## src/hdl/bffa_pkg.sv

```systemverilog
// Shared constants, types and helper functions for the bitmap first-free allocator.
// Used by bffa_dp, bffa_ctrl, the top level and the checker; no dependencies.
`default_nettype none

package bffa_pkg;

  localparam int ENTRIES   = 32768;
  localparam int WORD_BITS = 32;
  localparam int RESERVED  = 2;

  localparam int MAP_WORDS = (ENTRIES + WORD_BITS - 1) / WORD_BITS;
  // summary: one full flag per map word, packed GRP_BITS to a summary word
  localparam int GRP_SH    = 5;
  localparam int GRP_BITS  = 1 << GRP_SH;
  localparam int GROUPS    = (MAP_WORDS + GRP_BITS - 1) / GRP_BITS;
  localparam int MAP_DEPTH = GROUPS * GRP_BITS;
  localparam int MAP_AW    = $clog2(MAP_DEPTH);
  localparam int GRP_AW    = (GROUPS > 1) ? $clog2(GROUPS) : 1;
  localparam int WB_IW     = $clog2(WORD_BITS);
  localparam int IDX_W     = $clog2(ENTRIES);
  localparam int CNT_W     = $clog2(ENTRIES + 1);

  localparam int IN_IDX_W  = 15;
  localparam int OUT_IDX_W = 15;
  localparam int OUT_CNT_W = 16;
  localparam int CMP_W     = ((IN_IDX_W > IDX_W) ? IN_IDX_W : IDX_W) + 1;

  // entry -> word by reciprocal multiply, exact for any entry below 2**IDX_W
  localparam int DIV_K  = IDX_W + WB_IW;
  localparam int DIV_M  = (2 ** DIV_K + WORD_BITS - 1) / WORD_BITS;
  localparam int DIV_MW = $clog2(DIV_M + 1);
  localparam int DIV_PW = IDX_W + DIV_MW;

  typedef enum logic [1:0] {
    ST_OK       = 2'd0,
    ST_FULL     = 2'd1,
    ST_NOT_USED = 2'd2
  } status_t;

  typedef enum logic [0:0] {
    KIND_ALLOC = 1'b0,
    KIND_FREE  = 1'b1
  } kind_t;

  typedef struct packed {
    logic clr_step;
    logic accept;
    logic alloc_rd;
    logic alloc_upd;
    logic free_div;
    logic free_rd;
    logic free_upd;
    logic set_full;
    logic set_notused;
    logic out_load;
  } dp_cmd_t;

  typedef struct packed {
    logic clr_last;
    logic req_free;
    logic idx_bad;
    logic count_zero;
    logic top_full;
  } dp_sts_t;

  // map word contents right after reset: reserved entries and padding set
  function automatic logic [WORD_BITS-1:0] init_word(input int w);
    logic [WORD_BITS-1:0] r;
    int e;
    r = '0;
    for (int b = 0; b < WORD_BITS; b++) begin
      e = w * WORD_BITS + b;
      r[b] = (e < RESERVED) || (e >= ENTRIES);
    end
    return r;
  endfunction

  // summary word after reset: a flag is set when its map word is all ones
  function automatic logic [GRP_BITS-1:0] init_sum(input int g);
    logic [GRP_BITS-1:0] r;
    int w;
    r = '0;
    for (int j = 0; j < GRP_BITS; j++) begin
      w = g * GRP_BITS + j;
      r[j] = (w >= MAP_WORDS) || ((w + 1) * WORD_BITS <= RESERVED);
    end
    return r;
  endfunction

  function automatic logic [GROUPS-1:0] init_top();
    logic [GROUPS-1:0] r;
    for (int g = 0; g < GROUPS; g++) begin
      r[g] = &init_sum(g);
    end
    return r;
  endfunction

  function automatic logic [WB_IW-1:0] first_zero_word(input logic [WORD_BITS-1:0] v);
    logic [WB_IW-1:0] r;
    r = '0;
    for (int i = WORD_BITS - 1; i >= 0; i--) begin
      if (!v[i]) r = WB_IW'(i);
    end
    return r;
  endfunction

  function automatic logic [GRP_SH-1:0] first_zero_grp(input logic [GRP_BITS-1:0] v);
    logic [GRP_SH-1:0] r;
    r = '0;
    for (int i = GRP_BITS - 1; i >= 0; i--) begin
      if (!v[i]) r = GRP_SH'(i);
    end
    return r;
  endfunction

  function automatic logic [GRP_AW-1:0] first_zero_top(input logic [GROUPS-1:0] v);
    logic [GRP_AW-1:0] r;
    r = '0;
    for (int i = GROUPS - 1; i >= 0; i--) begin
      if (!v[i]) r = GRP_AW'(i);
    end
    return r;
  endfunction

endpackage

`default_nettype wire

```

## src/hdl/bffa_ctrl.sv

```systemverilog
// Controller: sequences the clearing sweep and the allocate / free steps,
// and owns the input stall and output valid. Uses bffa_pkg.
`default_nettype none

module bffa_ctrl (
  input  wire                clk,
  input  wire                rst_n,
  input  wire                in_valid,
  output logic               in_stall,
  output logic               out_valid,
  input  wire                out_stall,
  input  bffa_pkg::dp_sts_t  sts,
  output bffa_pkg::dp_cmd_t  cmd
);

  typedef enum logic [7:0] {
    S_CLEAR = 8'b0000_0001,
    S_IDLE  = 8'b0000_0010,
    S_ARD   = 8'b0000_0100,
    S_AUPD  = 8'b0000_1000,
    S_FDIV  = 8'b0001_0000,
    S_FRD   = 8'b0010_0000,
    S_FUPD  = 8'b0100_0000,
    S_DONE  = 8'b1000_0000
  } state_t;

  state_t state_r, state_nxt;
  logic   out_valid_r, out_valid_nxt;
  logic   take;
  logic   slot_free;

  assign in_stall  = (state_r != S_IDLE);
  assign out_valid = out_valid_r;
  assign take      = in_valid && (state_r == S_IDLE);
  assign slot_free = !out_valid_r || !out_stall;

  always_comb begin
    state_nxt     = state_r;
    out_valid_nxt = out_valid_r && out_stall;
    cmd           = '0;
    case (state_r)
      S_CLEAR: begin
        cmd.clr_step = 1'b1;
        if (sts.clr_last) state_nxt = S_IDLE;
      end
      S_IDLE: begin
        if (take) begin
          cmd.accept = 1'b1;
          if (sts.req_free) begin
            if (sts.idx_bad) begin
              cmd.set_notused = 1'b1;
              state_nxt       = S_DONE;
            end else begin
              state_nxt = S_FDIV;
            end
          end else if (sts.count_zero || sts.top_full) begin
            cmd.set_full = 1'b1;
            state_nxt    = S_DONE;
          end else begin
            state_nxt = S_ARD;
          end
        end
      end
      S_ARD: begin
        cmd.alloc_rd = 1'b1;
        state_nxt    = S_AUPD;
      end
      S_AUPD: begin
        cmd.alloc_upd = 1'b1;
        state_nxt     = S_DONE;
      end
      S_FDIV: begin
        cmd.free_div = 1'b1;
        state_nxt    = S_FRD;
      end
      S_FRD: begin
        cmd.free_rd = 1'b1;
        state_nxt   = S_FUPD;
      end
      S_FUPD: begin
        cmd.free_upd = 1'b1;
        state_nxt    = S_DONE;
      end
      S_DONE: begin
        // hold the finished word until the output register is open
        if (slot_free) begin
          cmd.out_load  = 1'b1;
          out_valid_nxt = 1'b1;
          state_nxt     = S_IDLE;
        end
      end
      default: begin
        state_nxt = S_IDLE;
      end
    endcase
  end

  always_ff @(posedge clk) begin
    if (!rst_n) begin
      state_r     <= S_CLEAR;
      out_valid_r <= 1'b0;
    end else begin
      state_r     <= state_nxt;
      out_valid_r <= out_valid_nxt;
    end
  end

endmodule

`default_nettype wire

```

## config.mk

```make
export PLATFORM = sky130hd
export DESIGN_NAME = bffa_ctrl
export DESIGN_NICKNAME = d
export VERILOG_FILES = /design/src/hdl/bffa_pkg.sv /design/src/hdl/bffa_ctrl.sv
export SDC_FILE = /design/constraint.sdc
export NUM_CORES = 1
export LEC_CHECK = 0
export BUFFER_PORTS_ARGS = -buffer_cell sky130_fd_sc_hd__buf_2
export CAP_MARGIN = 10
export CELL_PAD_IN_SITES_DETAIL_PLACEMENT = 0
export CELL_PAD_IN_SITES_GLOBAL_PLACEMENT = 1
export CORE_MARGIN = 3
export CORE_UTILIZATION = 31
export DETAILED_ROUTE_END_ITERATION = 10
export MAX_ROUTING_LAYER = met4
export PLACE_DENSITY_LB_ADDON = 0.1
export SYNTH_ARGS = -nofsm -noshare
export SYNTH_HDL_FRONTEND = slang
export SYNTH_SLANG_ARGS = --single-unit
```

## constraint.sdc

```tcl
create_clock -name clk -period 1.5 [get_ports clk]
set_clock_uncertainty 0.15 [all_clocks]
set_input_delay 0.225 -clock clk [delete_from_list [all_inputs] [get_ports clk]]
set_output_delay 0.225 -clock clk [all_outputs]
set_load 0.02 [all_outputs]
```

==> results by stage <==
Outcome:
- The flow ran to the end, but the final reports show violations.
- The final reports fail on setup timing.

STA:
- The final setup TNS is -4.89 ns.
- The final critical-path share of the clock period is 1.27.
- The upper clock frequency limit is 525 MHz.
- At the pin with the least slew margin, the transition time is between 0.3 and 0.4 ns.
- Measured against its own limit, the worst slew margin works out to 0.751.
- The total count of max-transition violations in the final report is 0.
- Setup repair after global routing could not meet its margin everywhere.
- The post-layout worst setup margin is -0.406 ns.
- The number of hold violations in the final report is 0.
- Setup violations remaining at the end of the flow were counted as 20.
- The smallest clock period supported by the final layout is computed as roughly 1.9 ns.

Global routing:
- The first global-routing pass estimated 3510 µm of wire.
- Entering global routing, the biggest net connects 10 pins.
- The overflow left after global routing is 0.
- The initial antenna violation count is 0.
- The total global routing track utilization is 0.184.
- The number of global-route vias before repair is 789.

Worst setup path:
- The cell class contributing the biggest share of worst-path delay is simple AND/OR/NAND/NOR gates.
- The data arrival time of the critical path is 1.53 ns.
- The cell type of the slowest stage on the worst timing path is dfxtp_4.
- At the worst endpoint, the required time is 1.12 ns.
- STA classifies the critical path startpoint as a flip-flop.
- The type of element capturing the critical path is a primary output.
- The delay of the slowest cell on the worst path is 0.36 ns.
- The worst path buffer plus inverter count is 2.
- The critical path in this run is classified as flip-flop to primary output.
- Along the worst path, the maximum fanout reaches 3.
- Walking the worst path, the cells encountered are nor4_4, and2_4, nand2_4, clkinv_4, and3_4, buf_6.

Clock tree:
- Counting along the longest clock path gives a buffer depth of 2.
- After clock tree synthesis, the clock-pin slew on the worst setup and hold paths is 0.06 ns.
- The root buffer cell chosen for the clock tree is clkbuf_4.
- CTS built an H-tree with a depth of 1.
- The clock insertion delay at the later pin of the skew report is 0.26 ns.
- TritonCTS built the clock tree.
- The clock net sink count is 9.
- The number of clock buffers added by TritonCTS is 3.

Logic synthesis:
- dfxtp_1 takes more of the synthesized area than any other cell.
- The share of synthesized area in the top cell type comes to 0.283.
- The post-synthesis cell area is 636 µm².
- Sorting the synthesized cells by area gives the leading types as dfxtp_1 (28%), nor4_4 (6.7%), nand2b_1 (4.9%).
- The count of yosys warnings during synthesis is 0.
- The number of nets in the synthesized netlist is 82.
- The synthesized design contains 9 register bits.
- The per-instance average area after synthesis is 8.71 µm².
- The number of different library cells used by synthesis comes to 34.
- Of the synthesized area, sequential elements account for 0.283.
- The number of standard cells after synthesis is 73.

Cells and area:
- The share of final-layout standard cells stronger than drive strength 1 is 0.768.
- The synthesis-to-finish area growth is 109%.
- 0 antenna diodes ended up in the layout.
- The finished cells cover between 1000 and 1500 µm².
- The number of nets in the final layout is 135.
- The final cell count without fillers is 150.

Die:
- The region available for standard cell placement spans ~1800 µm².
- The number of placement rows is 15.
- The starting utilization of the core area is 0.349.
- The count of boundary I/O pins is 21.
- The die covers 2630 µm².
- In this run the horizontal extent of the chip is around 50 µm.
- The height of the die is 51.3 µm.

Drt:
- The number of remaining DRC errors is 0.
- The detailed-route via count is between 700 and 800.
- The per-cell routed wire length is ~14 µm.
- The average via count per standard cell is 5.05.
- The number of violations reported at the end of detailed-routing iteration 0 is 10.
- The count of nets left with antenna violations once routing finished came out at 0.
- For this block, the routed nets add up to 2100 µm of wire.
- The pre-antenna-repair detailed-routing pass consisted of 4 iterations.

Placement:
- The cell area reported after detailed placement is between 900 and 1000 µm².
- The number of buffer cells added on primary ports is 20.
- The global placement routability congestion is a little over 0.8.
- The number of placed instances, taps included, is 136.
- Prior to clock tree synthesis, the placed netlist has a worst setup slack of -0.168 ns.
- The sum of net half-perimeters after detailed placement is 1410 µm.

Power and ir drop:
- The worst-case vdd ir drop is 0.000548 V.
- The static leakage is 0.000545 µW.
- Power spread over the standard cell area amounts to 530 nW/µm².

Min path:
- The path category of the worst min-delay check is input port to flip-flop.

Run:
- Max-cap violations in this run came to 0.
layout by cell type, fill, tap and decap left out, types with 2 or more instances in the layout:
| cell type | netlist | final |
|---|---|---|
| buf_4 | 0 | 21 |
| buf_6 | 0 | 20 |
| buf_2 | 3 | 9 |
| nand2b_1 | 5 | 5 |
| dfxtp_4 | 0 | 5 |
| nor2_4 | 0 | 4 |
| nor3_2 | 1 | 4 |
| nor4_4 | 2 | 3 |
| nand2_4 | 1 | 3 |
| inv_1 | 4 | 3 |
| nor4_2 | 1 | 3 |
| clkbuf_4 | 0 | 3 |
| dfxtp_2 | 0 | 3 |
| nand3b_1 | 2 | 2 |
| nor2_1 | 5 | 2 |
| nand2_1 | 4 | 2 |
| nor4b_4 | 1 | 2 |
| and3_4 | 0 | 2 |
| nand4b_1 | 2 | 2 |
| a21oi_2 | 0 | 2 |
| a21oi_1 | 4 | 2 |
| xor2_1 | 2 | 2 |
| o21ai_0 | 3 | 2 |
timing repair:
| item | 4_1_cts | 5_1_grt |
|---|---|---|
| endpoints found under the hold margin | 1 | 0 |
| gates resized for setup | 51 | 23 |
| pin swaps | 14 | 10 |
| setup endpoints to repair | 18 | 19 |
| hold buffers | 1 | 0 |
| cloned | 0 | 0 |
| buffers inserted | 6 | 8 |
metal layers:
layer | track usage | share of wire | vias to the layer above
li1 | - | - | 373
met1 | 0.192 | 0.37 | 356
met2 | 0.348 | 0.56 | 20
met3 | 0.0175 | 0.034 | 8
met4 | 0.0786 | 0.033 | 0
met5 | - | 0 | -
cell usage after synthesis:
library cell	number
nor4_4	2
nand2_4	1
nor2_2	1
nor3_1	3
nand3b_1	2
inv_1	4
dfxtp_1	9
a21oi_1	4
clkinv_4	1
o32ai_1	1
nor3_2	1
buf_2	3
nor4b_1	2
nand4_1	1
nor2b_1	1
a41oi_2	1
o21ai_0	3
nor2_1	5
nand4b_1	2
nor4_1	3
xor2_1	2
nand2_2	1
and2_4	1
or2_2	1
nand2b_1	5
a31oi_1	1
and3_1	2
nand3_1	1
nor4_2	1
a32oi_1	1
o211a_1	1
nand2_1	4
nor4b_4	1
nor3b_1	1
sequential cells by signal, indices dropped and copies added (netlist names):
| signal | count |
|---|---|
| out_valid | 1 |
| state_r | 8 |
stage by stage:
stage | total power, µW | hold slack, ns | util
3_5_place_dp | 425 | 0.280 | 0.519
2_1_floorplan | 347 | 0.145 | -
6_report | 703 | 0.0791 | 0.729
3_3_place_gp | 423 | 0.273 | 0.519
4_1_cts | 671 | 0.0766 | 0.662
5_1_grt | 745 | 0.100 | 0.729
where the power goes:
part | leakage [µW] | total [µW] | switching [µW] | internal (µW)
Clock | 0.0000150 | 192 | 89.5 | 103
Combinational | 0.000452 | 261 | 115 | 146
Sequential | 0.0000779 | 250 | 10.7 | 239
Total | 0.000545 | 703 | 215 | 489
worst register-to-register path, cell delays in order, from the launching register on:
cell	delay, ns
dfxtp_4	0.36
nor4_4	0.41
buf_4	0.19
buf_6	0.09
a41oi_4	0.14
buf_6	0.17
nand2_4	0.07
nor4_2	0.04
final timing paths:
check             startpoint          to  slack (ns)  depth (start not counted)
setup / recovery  state_r[7]      cmd[1]       -0.41                          6
hold / removal        sts[1]  state_r[2]        0.08                          3
setup reg to reg  state_r[1]  state_r[2]       -0.22                          7
hold reg to reg    out_valid   out_valid        0.45                          2
area by class of cell:
type	instances	area, µm²
Tap cell	25	31.3
Inverter	5	23.8
Clock buffer	4	26.3
Sequential cell	9	203
Timing Repair Buffer	51	438
Multi-Input combinational cell	56	606
Fill cell	140	493
logic make-up (layout without fill, tap and decap cells):
| kind of cell | count (synthesis) | after routing | share of synthesized area |
|---|---|---|---|
| simple gates | 42 | 42 | 0.494 |
| compound gates | 12 | 12 | 0.134 |
| buf+inv | 8 | 60 | 0.0610 |
| xor+xnor | 2 | 2 | 0.0276 |
| flops | 9 | 9 | 0.283 |
No activity file was read; power rests on OpenSTA's default activity.
